===== src/hdl/psgmrf_pkg.sv =====
// psgmrf_pkg: shared types, constants and the sample formatting function
// of the sound mixer, resampler and formatter block
// no dependencies
`default_nettype none

package psgmrf_pkg;

	// configuration register indexes
	localparam logic [2:0] CFG_STEP    = 3'd0;
	localparam logic [2:0] CFG_MODE    = 3'd1;
	localparam logic [2:0] CFG_SPEAKER = 3'd2;
	localparam logic [2:0] CFG_DAC_EN  = 3'd3;
	localparam logic [2:0] CFG_STEREO  = 3'd4;
	localparam logic [2:0] CFG_WIDE    = 3'd5;
	localparam logic [2:0] CFG_SIGNED  = 3'd6;
	localparam logic [2:0] CFG_BIG_END = 3'd7;

	// output modes
	localparam logic [1:0] MODE_MONO    = 2'd0;
	localparam logic [1:0] MODE_SPEAKER = 2'd1;
	localparam logic [1:0] MODE_STEREO  = 2'd2;
	localparam logic [1:0] MODE_SILENT  = 2'd3;

	// shared multiplier geometry
	localparam int unsigned MUL_W  = 25;
	localparam int unsigned PROD_W = 2 * MUL_W;

	// reciprocals: x/11 = (x*MID_RECIP)>>23 for x < 2^19
	localparam logic [MUL_W-1:0] MID_RECIP = 25'd762601;
	// x/3 = (x*AVG_RECIP)>>19 for x < 2^19
	localparam logic [MUL_W-1:0] AVG_RECIP = 25'd174763;
	// x/255 = (x*SPK_RECIP)>>32 for x < 2^24
	localparam int unsigned SPEAKER_LEVEL_MAX = 255;
	localparam logic [MUL_W-1:0] SPK_RECIP = 25'd16843010;

	localparam logic [16:0] PHASE_ONE = 17'h10000;

	typedef struct packed {
		logic [31:0] bytes;
		logic [2:0]  count;
	} fmt_t;

	function automatic logic [15:0] put16(input logic [15:0] v, input logic be);
		put16 = be ? {v[7:0], v[15:8]} : v;
	endfunction

	function automatic fmt_t format_sample(
		input logic [15:0] l,
		input logic [15:0] r,
		input logic        stereo,
		input logic        wide,
		input logic        sgn,
		input logic        be
	);
		fmt_t        f;
		logic [16:0] sum;
		logic [15:0] m;
		logic [15:0] lf;
		logic [15:0] rf;
		logic [15:0] mf;
		sum = {1'b0, l} + {1'b0, r};
		m   = sum[16:1];
		lf  = {l[15] ^ sgn, l[14:0]};
		rf  = {r[15] ^ sgn, r[14:0]};
		mf  = {m[15] ^ sgn, m[14:0]};
		if (stereo) begin
			if (!wide) begin
				f.bytes = {16'h0000, rf[15:8], lf[15:8]};
				f.count = 3'd2;
			end else begin
				f.bytes = {put16(rf, be), put16(lf, be)};
				f.count = 3'd4;
			end
		end else begin
			if (!wide) begin
				f.bytes = {24'h000000, mf[15:8]};
				f.count = 3'd1;
			end else begin
				f.bytes = {16'h0000, put16(mf, be)};
				f.count = 3'd2;
			end
		end
		return f;
	endfunction

endpackage

`default_nettype wire


===== src/hdl/psgmrf_ifs.sv =====
// psgmrf channel interfaces: input item, result item and configuration write
// depends on nothing
`default_nettype none

interface psgmrf_in_if;
	logic        valid;
	logic        ready;
	logic [15:0] level_a;
	logic [15:0] level_b;
	logic [15:0] level_c;
	logic [7:0]  dac_level;
	logic [9:0]  cycle_count;
	modport source (output valid, level_a, level_b, level_c, dac_level, cycle_count,
		input ready);
	modport sink (input valid, level_a, level_b, level_c, dac_level, cycle_count,
		output ready);
endinterface

interface psgmrf_out_if;
	logic        valid;
	logic        ready;
	logic [31:0] frame_bytes;
	logic [2:0]  byte_count;
	logic        last;
	logic        dropped;
	modport source (output valid, frame_bytes, byte_count, last, dropped, input ready);
	modport sink (input valid, frame_bytes, byte_count, last, dropped, output ready);
endinterface

interface psgmrf_cfg_if;
	logic        valid;
	logic        ready;
	logic [2:0]  index;
	logic [15:0] data;
	modport source (output valid, index, data, input ready);
	modport sink (input valid, index, data, output ready);
endinterface

`default_nettype wire


===== src/hdl/psg_mix_resample_format_top.sv =====
// psg_mix_resample_format_top: mixer, box-filter resampler and formatter
// depends on psgmrf_pkg, psgmrf_ifs and psgmrf_mul
//
// Usage:
//   cfg        register writes (index, data), always ready; write only while idle
//   sample_in  one item of three tone levels, a DAC byte and a cycle count
//   sample_out one transaction per completed output sample, last marks the
//              final one of an item, dropped marks items over the sample limit
// Sequencing:
//   all products go through one shared 25x25 multiplier under a sequencer
//   an item with no completed sample runs FS, MIX, MIXW, ACCL, ACCR and ACCW
//   before ready returns, with SPK1 and SPK2 after MIXW in speaker mode; an
//   item that completes samples then registers them in EMIT, waiting there
//   while the receiver stalls, and runs POSTL, POSTR and POSTW before ready
// Reset:
//   clears phase and partial sums and loads the register defaults
// Stall:
//   sample_out holds its transaction until taken; the sequencer waits, and
//   the next item is taken while the final result still waits
`default_nettype none

module psg_mix_resample_format_top #(
	parameter int unsigned MAX_SAMPLES_PER_ITEM = 64
) (
	input wire logic     clk,
	input wire logic     arst_n,
	psgmrf_in_if.sink    sample_in,
	psgmrf_out_if.source sample_out,
	psgmrf_cfg_if.sink   cfg
);

	localparam int unsigned CntW     = $clog2(MAX_SAMPLES_PER_ITEM + 1);
	localparam logic [10:0] MaxTotal = 11'(MAX_SAMPLES_PER_ITEM);

	typedef enum logic [3:0] {
		ST_IDLE, ST_FS, ST_MIX, ST_MIXW, ST_SPK1, ST_SPK2, ST_ACCL, ST_ACCR,
		ST_ACCW, ST_EMIT, ST_POSTL, ST_POSTR, ST_POSTW
	} state_t;

	state_t state_q;

	// configuration
	logic [15:0] step_q;
	logic [1:0]  mode_q;
	logic [7:0]  spk_q;
	logic        dac_en_q;
	logic        stereo_q;
	logic        wide_q;
	logic        sgn_q;
	logic        be_q;

	// item and datapath registers
	logic [15:0] a_q, b_q, c_q;
	logic [7:0]  dac_q;
	logic [9:0]  cyc_q;
	logic [25:0] fs_q;
	logic [16:0] w_q;
	logic        short_q;
	logic [15:0] lv_q, rv_q;
	logic [15:0] acc_l_q, acc_r_q, phase_q;
	logic [CntW-1:0] n_q, k_q;
	logic        drop_q;

	// output register
	logic        out_valid_q;
	logic [31:0] frame_q;
	logic [2:0]  count_q;
	logic        last_q;
	logic        dropped_q;

	// shared multiplier
	logic [psgmrf_pkg::MUL_W-1:0]  mul_x, mul_y;
	logic [psgmrf_pkg::PROD_W-1:0] prod;

	psgmrf_mul u_mul (
		.clk  (clk),
		.x    (mul_x),
		.y    (mul_y),
		.prod (prod)
	);

	// combinational helpers
	logic [18:0] b5;
	logic [17:0] sum3;
	logic [14:0] mid;
	logic [16:0] l_sum, r_sum;
	logic [15:0] l_sat, r_sat;
	logic [15:0] avg;
	logic [15:0] spk_v;
	logic [16:0] rem;
	logic        fs_short;
	logic [16:0] w_now;
	logic [25:0] t_val;
	logic [10:0] total;
	logic        out_free;
	logic        is_last;
	logic [15:0] l_sel, r_sel;
	psgmrf_pkg::fmt_t fmt;

	function automatic logic [15:0] dac_mix(input logic [15:0] x, input logic en,
		input logic [7:0] d);
		dac_mix = en ? ({1'b0, x[15:1]} + {1'b0, d, d[7:1]}) : x;
	endfunction

	assign b5       = {1'b0, b_q, 2'b00} + {3'b000, b_q};
	assign sum3     = {2'b00, a_q} + {2'b00, b_q} + {2'b00, c_q};
	assign mid      = prod[37:23];
	assign l_sum    = {1'b0, a_q} + {2'b00, mid};
	assign r_sum    = {1'b0, c_q} + {2'b00, mid};
	assign l_sat    = l_sum[16] ? 16'hFFFF : l_sum[15:0];
	assign r_sat    = r_sum[16] ? 16'hFFFF : r_sum[15:0];
	assign avg      = prod[34:19];
	assign spk_v    = prod[47:32];
	assign rem      = psgmrf_pkg::PHASE_ONE - {1'b0, phase_q};
	assign fs_short = fs_q < {9'd0, rem};
	assign w_now    = fs_short ? fs_q[16:0] : rem;
	assign t_val    = fs_q - {9'd0, w_q};
	assign total    = 11'd1 + {1'b0, t_val[25:16]};
	assign out_free = !out_valid_q || sample_out.ready;
	assign is_last  = (k_q + CntW'(1)) == n_q;
	assign l_sel    = (k_q == '0) ? acc_l_q : lv_q;
	assign r_sel    = (k_q == '0) ? acc_r_q : rv_q;
	assign fmt      = psgmrf_pkg::format_sample(l_sel, r_sel, stereo_q, wide_q, sgn_q, be_q);

	// multiplier operand selection
	always_comb begin
		mul_x = '0;
		mul_y = '0;
		unique case (state_q)
			ST_FS: begin
				mul_x = psgmrf_pkg::MUL_W'(step_q);
				mul_y = psgmrf_pkg::MUL_W'(cyc_q);
			end
			ST_MIX: begin
				if (mode_q == psgmrf_pkg::MODE_STEREO) begin
					mul_x = psgmrf_pkg::MUL_W'(b5);
					mul_y = psgmrf_pkg::MID_RECIP;
				end else begin
					mul_x = psgmrf_pkg::MUL_W'(sum3);
					mul_y = psgmrf_pkg::AVG_RECIP;
				end
			end
			ST_MIXW: begin
				mul_x = psgmrf_pkg::MUL_W'(avg);
				mul_y = psgmrf_pkg::MUL_W'(spk_q);
			end
			ST_SPK1: begin
				mul_x = psgmrf_pkg::MUL_W'(prod[23:0]);
				mul_y = psgmrf_pkg::SPK_RECIP;
			end
			ST_ACCL: begin
				mul_x = psgmrf_pkg::MUL_W'(lv_q);
				mul_y = psgmrf_pkg::MUL_W'(w_now);
			end
			ST_ACCR: begin
				mul_x = psgmrf_pkg::MUL_W'(rv_q);
				mul_y = psgmrf_pkg::MUL_W'(w_q);
			end
			ST_POSTL: begin
				mul_x = psgmrf_pkg::MUL_W'(lv_q);
				mul_y = psgmrf_pkg::MUL_W'(phase_q);
			end
			ST_POSTR: begin
				mul_x = psgmrf_pkg::MUL_W'(rv_q);
				mul_y = psgmrf_pkg::MUL_W'(phase_q);
			end
			default: begin
				mul_x = '0;
				mul_y = '0;
			end
		endcase
	end

	// configuration registers
	assign cfg.ready = 1'b1;

	always_ff @(posedge clk or negedge arst_n) begin
		if (!arst_n) begin
			step_q   <= '0;
			mode_q   <= psgmrf_pkg::MODE_MONO;
			spk_q    <= 8'hFF;
			dac_en_q <= 1'b0;
			stereo_q <= 1'b1;
			wide_q   <= 1'b1;
			sgn_q    <= 1'b0;
			be_q     <= 1'b0;
		end else if (cfg.valid) begin
			unique case (cfg.index)
				psgmrf_pkg::CFG_STEP:    step_q   <= cfg.data;
				psgmrf_pkg::CFG_MODE:    mode_q   <= cfg.data[1:0];
				psgmrf_pkg::CFG_SPEAKER: spk_q    <= cfg.data[7:0];
				psgmrf_pkg::CFG_DAC_EN:  dac_en_q <= cfg.data[0];
				psgmrf_pkg::CFG_STEREO:  stereo_q <= cfg.data[0];
				psgmrf_pkg::CFG_WIDE:    wide_q   <= cfg.data[0];
				psgmrf_pkg::CFG_SIGNED:  sgn_q    <= cfg.data[0];
				psgmrf_pkg::CFG_BIG_END: be_q     <= cfg.data[0];
				default: ;
			endcase
		end
	end

	assign sample_in.ready = (state_q == ST_IDLE);

	// sequencer, datapath state and output register
	always_ff @(posedge clk or negedge arst_n) begin
		if (!arst_n) begin
			state_q     <= ST_IDLE;
			a_q         <= '0;
			b_q         <= '0;
			c_q         <= '0;
			dac_q       <= '0;
			cyc_q       <= '0;
			fs_q        <= '0;
			w_q         <= '0;
			short_q     <= 1'b0;
			lv_q        <= '0;
			rv_q        <= '0;
			acc_l_q     <= '0;
			acc_r_q     <= '0;
			phase_q     <= '0;
			n_q         <= '0;
			k_q         <= '0;
			drop_q      <= 1'b0;
			out_valid_q <= 1'b0;
			frame_q     <= '0;
			count_q     <= '0;
			last_q      <= 1'b0;
			dropped_q   <= 1'b0;
		end else begin
			if (out_valid_q && sample_out.ready && state_q != ST_EMIT) begin
				out_valid_q <= 1'b0;
			end
			unique case (state_q)
				ST_IDLE: begin
					if (sample_in.valid) begin
						a_q     <= sample_in.level_a;
						b_q     <= sample_in.level_b;
						c_q     <= sample_in.level_c;
						dac_q   <= sample_in.dac_level;
						cyc_q   <= sample_in.cycle_count;
						state_q <= ST_FS;
					end
				end
				ST_FS: begin
					state_q <= ST_MIX;
				end
				ST_MIX: begin
					fs_q    <= prod[25:0];
					state_q <= ST_MIXW;
				end
				ST_MIXW: begin
					unique case (mode_q)
						psgmrf_pkg::MODE_STEREO: begin
							lv_q    <= dac_mix(l_sat, dac_en_q, dac_q);
							rv_q    <= dac_mix(r_sat, dac_en_q, dac_q);
							state_q <= ST_ACCL;
						end
						psgmrf_pkg::MODE_MONO: begin
							lv_q    <= dac_mix(avg, dac_en_q, dac_q);
							rv_q    <= dac_mix(avg, dac_en_q, dac_q);
							state_q <= ST_ACCL;
						end
						psgmrf_pkg::MODE_SPEAKER: begin
							state_q <= ST_SPK1;
						end
						default: begin
							lv_q    <= dac_mix(16'h0000, dac_en_q, dac_q);
							rv_q    <= dac_mix(16'h0000, dac_en_q, dac_q);
							state_q <= ST_ACCL;
						end
					endcase
				end
				ST_SPK1: begin
					state_q <= ST_SPK2;
				end
				ST_SPK2: begin
					lv_q    <= dac_mix(spk_v, dac_en_q, dac_q);
					rv_q    <= dac_mix(spk_v, dac_en_q, dac_q);
					state_q <= ST_ACCL;
				end
				ST_ACCL: begin
					w_q     <= w_now;
					short_q <= fs_short;
					state_q <= ST_ACCR;
				end
				ST_ACCR: begin
					acc_l_q <= acc_l_q + prod[31:16];
					n_q     <= CntW'((total > MaxTotal) ? MaxTotal : total);
					drop_q  <= total > MaxTotal;
					state_q <= ST_ACCW;
				end
				ST_ACCW: begin
					acc_r_q <= acc_r_q + prod[31:16];
					k_q     <= '0;
					if (short_q) begin
						phase_q <= phase_q + fs_q[15:0];
						state_q <= ST_IDLE;
					end else begin
						phase_q <= t_val[15:0];
						state_q <= ST_EMIT;
					end
				end
				ST_EMIT: begin
					if (out_free) begin
						out_valid_q <= 1'b1;
						frame_q     <= fmt.bytes;
						count_q     <= fmt.count;
						last_q      <= is_last;
						dropped_q   <= drop_q;
						k_q         <= k_q + CntW'(1);
						if (is_last) begin
							state_q <= ST_POSTL;
						end
					end
				end
				ST_POSTL: begin
					state_q <= ST_POSTR;
				end
				ST_POSTR: begin
					acc_l_q <= prod[31:16];
					state_q <= ST_POSTW;
				end
				ST_POSTW: begin
					acc_r_q <= prod[31:16];
					state_q <= ST_IDLE;
				end
				default: begin
					state_q <= ST_IDLE;
				end
			endcase
		end
	end

	assign sample_out.valid       = out_valid_q;
	assign sample_out.frame_bytes = frame_q;
	assign sample_out.byte_count  = count_q;
	assign sample_out.last        = last_q;
	assign sample_out.dropped     = dropped_q;

	// checks
	a_accept_starts: assert property (@(posedge clk) disable iff (!arst_n)
		sample_in.valid && sample_in.ready |=> state_q == ST_FS)
		else $error("accepted transaction did not start the sequencer");

	a_emit_in_range: assert property (@(posedge clk) disable iff (!arst_n)
		state_q == ST_EMIT |-> k_q < n_q && n_q != '0)
		else $error("sample index out of range");

	a_count_legal: assert property (@(posedge clk) disable iff (!arst_n)
		sample_out.valid |-> sample_out.byte_count == 3'd1 ||
			sample_out.byte_count == 3'd2 || sample_out.byte_count == 3'd4)
		else $error("illegal byte count");

endmodule

`default_nettype wire


===== src/hdl/psgmrf_mul.sv =====
// psgmrf_mul: shared unsigned multiplier with registered product
// depends on psgmrf_pkg
`default_nettype none

module psgmrf_mul (
	input  wire logic                            clk,
	input  wire logic [psgmrf_pkg::MUL_W-1:0]    x,
	input  wire logic [psgmrf_pkg::MUL_W-1:0]    y,
	output logic      [psgmrf_pkg::PROD_W-1:0]   prod
);

	logic [psgmrf_pkg::PROD_W-1:0] prod_q;

	always_ff @(posedge clk) begin
		prod_q <= psgmrf_pkg::PROD_W'(x) * psgmrf_pkg::PROD_W'(y);
	end

	assign prod = prod_q;

endmodule

`default_nettype wire


===== src/flat_wrapper.sv =====
// flat-port wrapper written by rule: the top's interface ports become plain ports
module psg_mix_resample_format_top_flat 
#(
	parameter int unsigned MAX_SAMPLES_PER_ITEM = 64
)
  (clk, arst_n, sample_in_valid, sample_in_level_a, sample_in_level_b, sample_in_level_c, sample_in_dac_level, sample_in_cycle_count, sample_in_ready, sample_out_valid, sample_out_frame_bytes, sample_out_byte_count, sample_out_last, sample_out_dropped, sample_out_ready, cfg_valid, cfg_index, cfg_data, cfg_ready);
  psgmrf_in_if sample_in_i ();
  psgmrf_out_if sample_out_i ();
  psgmrf_cfg_if cfg_i ();
  input wire logic clk;
  input wire logic arst_n;
  input wire logic [$bits(sample_in_i.valid)-1:0] sample_in_valid;
  input wire logic [$bits(sample_in_i.level_a)-1:0] sample_in_level_a;
  input wire logic [$bits(sample_in_i.level_b)-1:0] sample_in_level_b;
  input wire logic [$bits(sample_in_i.level_c)-1:0] sample_in_level_c;
  input wire logic [$bits(sample_in_i.dac_level)-1:0] sample_in_dac_level;
  input wire logic [$bits(sample_in_i.cycle_count)-1:0] sample_in_cycle_count;
  output wire logic [$bits(sample_in_i.ready)-1:0] sample_in_ready;
  output wire logic [$bits(sample_out_i.valid)-1:0] sample_out_valid;
  output wire logic [$bits(sample_out_i.frame_bytes)-1:0] sample_out_frame_bytes;
  output wire logic [$bits(sample_out_i.byte_count)-1:0] sample_out_byte_count;
  output wire logic [$bits(sample_out_i.last)-1:0] sample_out_last;
  output wire logic [$bits(sample_out_i.dropped)-1:0] sample_out_dropped;
  input wire logic [$bits(sample_out_i.ready)-1:0] sample_out_ready;
  input wire logic [$bits(cfg_i.valid)-1:0] cfg_valid;
  input wire logic [$bits(cfg_i.index)-1:0] cfg_index;
  input wire logic [$bits(cfg_i.data)-1:0] cfg_data;
  output wire logic [$bits(cfg_i.ready)-1:0] cfg_ready;
  assign sample_in_i.valid = sample_in_valid;
  assign sample_in_i.level_a = sample_in_level_a;
  assign sample_in_i.level_b = sample_in_level_b;
  assign sample_in_i.level_c = sample_in_level_c;
  assign sample_in_i.dac_level = sample_in_dac_level;
  assign sample_in_i.cycle_count = sample_in_cycle_count;
  assign sample_in_ready = sample_in_i.ready;
  assign sample_out_valid = sample_out_i.valid;
  assign sample_out_frame_bytes = sample_out_i.frame_bytes;
  assign sample_out_byte_count = sample_out_i.byte_count;
  assign sample_out_last = sample_out_i.last;
  assign sample_out_dropped = sample_out_i.dropped;
  assign sample_out_i.ready = sample_out_ready;
  assign cfg_i.valid = cfg_valid;
  assign cfg_i.index = cfg_index;
  assign cfg_i.data = cfg_data;
  assign cfg_ready = cfg_i.ready;
  psg_mix_resample_format_top #(.MAX_SAMPLES_PER_ITEM(MAX_SAMPLES_PER_ITEM)) u_core (.clk(clk), .arst_n(arst_n), .sample_in(sample_in_i), .sample_out(sample_out_i), .cfg(cfg_i));
endmodule

===== config.mk =====
export PLATFORM = sky130hd
export DESIGN_NAME = psg_mix_resample_format_top_flat
export DESIGN_NICKNAME = d
export VERILOG_FILES = /design/src/hdl/psgmrf_pkg.sv /design/src/hdl/psgmrf_ifs.sv /design/src/hdl/psg_mix_resample_format_top.sv /design/src/hdl/psgmrf_mul.sv /design/src/flat_wrapper.sv
export SDC_FILE = /design/constraint.sdc
export NUM_CORES = 2
export LEC_CHECK = 0
export BUFFER_PORTS_ARGS = -buffer_cell sky130_fd_sc_hd__buf_2
export CAP_MARGIN = 10
export CORE_MARGIN = 3
export CORE_UTILIZATION = 45
export DETAILED_ROUTE_END_ITERATION = 8
export SYNTH_ARGS = -nofsm -noshare
export SYNTH_HDL_FRONTEND = slang
export SYNTH_SLANG_ARGS = --single-unit

===== constraint.sdc =====
create_clock -name clk -period 9.7 [get_ports clk]
set_input_delay 0 -clock clk [delete_from_list [all_inputs] [get_ports clk]]
set_output_delay 0 -clock clk [all_outputs]
set_load 0.005 [all_outputs]

==> results by group <==
Run status
  – Outcome: finished, violations left
  – Violations in the final reports: negative setup slack

Clocking
  – Clock Sinks: 326
  – Number of buffers created by CTS: 44
  – H-tree Lvls: 2
  – CTS tree: done
  – Register clock-pin slew on the reported worst setup and hold paths: about 0.060 ns
  – Clock latency on the worst-skew pair: roughly 0.64 ns
  – Bufs on Longest Clock Path: 3
  – CTS Root Cell: clkbuf_16

Synth
  – Yosys warns: 0
  – Async S/R FF share, synth: 85.3%
  – Synth Cell Area: 41200 sq um
  – Synthesized instance count: 4741
  – Netlist cell types: 95
  – Ys flop type: dfrtp_1
  – Number of synthesized flops with an enable pin: 0
  – Yosys reg bits: about 330
  – Syn_area_per_cell: around 8.7 sq um
  – Register area share after synthesis: approximately a fifth

STA
  – Setup ws final: -0.612 ns
  – Rel. slew slack: 21.9%
  – RSZ-0062 raised after global routing: yes
  – Setup violators final: 21
  – Final hold violation count: 0
  – Slew Viols, Final: 0
  – Worst-margin pin slew: 1.17 ns
  – Min cycle time layout: 10.31 ns
  – Final period util: 106%
  – Maximum clock frequency: 97.0 MHz
  – Clock Skew: 0.0440 ns

Hold path
  – Worst hold path depth: 3
  – Min-Delay Endpoint: u_core.cyc_q[1]
  – Worst Hold Class: in2reg
  – Min-delay src: sample_in_cycle_count[1]

Floorplanning
  – Chip height: 309 um
  – Die X: 309 um
  – Site Rows: 110
  – DIE AREA: 95300 sq um
  – Core Box Area: about 90000 sq um
  – Top-Level Pins: 130
  – Initial core utilization: 45.6%

Global route
  – Top Usage Layer GRT: met2
  – Largest net degree at the start of global routing: 144
  – Met3 Use GR: just over 4%
  – Initial antenna violation count: 10
  – Total GRT Usage: 31.7%
  – GRT Residual Overflow: 0
  – Met2 Track Usage GR: about half
  – Met1 usage: 44.4%
  – First-pass GRT wire length: 228 mm
  – Vias in the first global route: about 37000

Final layout
  – Area Overhead vs Synth: 22.4%
  – Layout Utilization: 55.8%
  – Layout cells sized above 1: 18.8%
  – Most frequent cells in the layout: inv_1, nand2_1, buf_4
  – Most common cell after layout, fill and taps aside: inv_1
  – Layout Nets: 6334

Place
  – Dpl ws: -0.938 ns
  – Gp weighted congestion: 0.952
  – IO buf count: around 130
  – Dpl hpwl: 120 mm

Setup path
  – Worst endpoint required time: slightly above 10 ns
  – Max incr delay on CP: around 0.50 ns
  – R2R Setup Slk: -0.61 ns
  – Crit-path slowest cell: fa_1
  – Critical path peak fanout: 3
  – RR Endpoint: u_core.u_mul.prod[42]
  – WP data arrival: 10.81 ns
  – RR Startpoint: u_core.a_q[0]
  – CP startpoint kind: register
  – Most frequent CP cell: fa_1
  – Setup CP Type: reg2reg
  – Worst R2R Path Depth: 49
  – CP Capture Type: register

Route
  – Routed WL: between 150 and 200 mm
  – DR iter-0 viols: 2942
  – Via Count: ~37000
  – Vias per cell: 5.65
  – Wirelength per Cell: 22.7 um
  – Drt pass-1 iters: 5
  – ANT nets after route: 0
  – DRC viols: 0

Flow run
  – Max Cap Violations: 0
## worst max path at each step
stage | startpoint | to | slack, ns | cells past startpoint
after floorplan | u_core.phase_q[6] | u_core.u_mul.prod[46] | -0.02 | 43
after global placement | u_core.b_q[1] | u_core.u_mul.prod[43] | -0.85 | 42
after detailed placement | u_core.b_q[1] | u_core.u_mul.prod[43] | -0.94 | 42
after CTS | u_core.phase_q[7] | u_core.u_mul.prod[46] | -0.44 | 44
after global routing | u_core.a_q[0] | u_core.u_mul.prod[46] | -1.00 | 49
final | u_core.a_q[0] | u_core.u_mul.prod[42] | -0.61 | 49
## per-layer routing
layer,share of wire [%],vias up
li1,-,17229
met4,4.7,6
met1,43,18524
met5,0.029,-
met3,7.1,292
met2,45,1370
## critical path: cells and delay by family, from the launching register on
kind	cells	cell delay, ns
compound gates	12	1.88
xor+xnor	3	0.36
fa+ha+maj	11	4.43
buf+inv	13	1.25
flops	1	0.37
simple gates	10	1.89
## cell type report
| class | instances | area [sq um] |
|---|---|---|
| multi-input combinational | 3687 | 31500 |
| timing repair buffer | 684 | 5470 |
| clock buffer | 60 | 1230 |
| tap | 1176 | 1470 |
| fill | 8347 | 40000 |
| sequential | 326 | 7930 |
| clock inverter | 22 | 332 |
| inverter | 669 | 2510 |
| antenna | 1 | 2.50 |
## registers in the layout, indices dropped and copies added, names as in the netlist, 17 cells and up
signal / count
u_core.u_mul.prod: 48
u_core.w_q: 17
u_core.sample_out.frame_bytes: 32
u_core.fs_q: 26
## metrics by stage
step / hold slack, ns / std cells / area [sq um] / setup TNS, ns
3_5_place_dp: 0.0426 / 6406 / 46700 / -15.63
5_1_grt: 0.139 / 6624 / 50500 / -15.29
2_1_floorplan: -0.296 / 4836 / 41700 / -0.0157
6_report: 0.134 / 6625 / 50500 / -6.05
3_3_place_gp: 0.0411 / 6406 / 46700 / -14.38
4_1_cts: 0.103 / 6605 / 50000 / -3.21
## synthesized netlist by cell type, drive strengths merged (71+ instances only)
cell type	n	share of area [%]
nor2	340	3.1
xnor2	139	3.0
clkbuf	131	1.2
ha	430	13
a21oi	252	3.1
a21o	96	1.7
xor2	98	2.1
o21ai	237	2.9
nor3	71	0.86
inv	668	6.1
nand2	576	5.2
dfrtp	268	16
fa	402	20
mux2	118	3.2
## cells by family after synthesis
family / Yosys count / synth area share [%]
AO/OA/AOI/OAI: 1015 / 16.3
XOR/XNOR: 237 / 5.04
adder cells (fa/ha/maj): 832 / 32.6
buffers and inverters: 823 / 7.63
flip-flops: 326 / 19.2
multiplexers: 182 / 4.91
other: 2 / 0.0182
AND/OR/NAND/NOR: 1324 / 14.3
## timing repair
action,CTS,global route
hold buffers,93,0
pin swaps,62,52
hold endpoints to repair,180,0
gates cloned,1,0
setup endpoints to repair,26,31
setup buffers,26,20
resized for setup,121,75
Power is not shown: default switching activity piles up to over one toggle a cycle in this logic, so the estimate is an artifact.
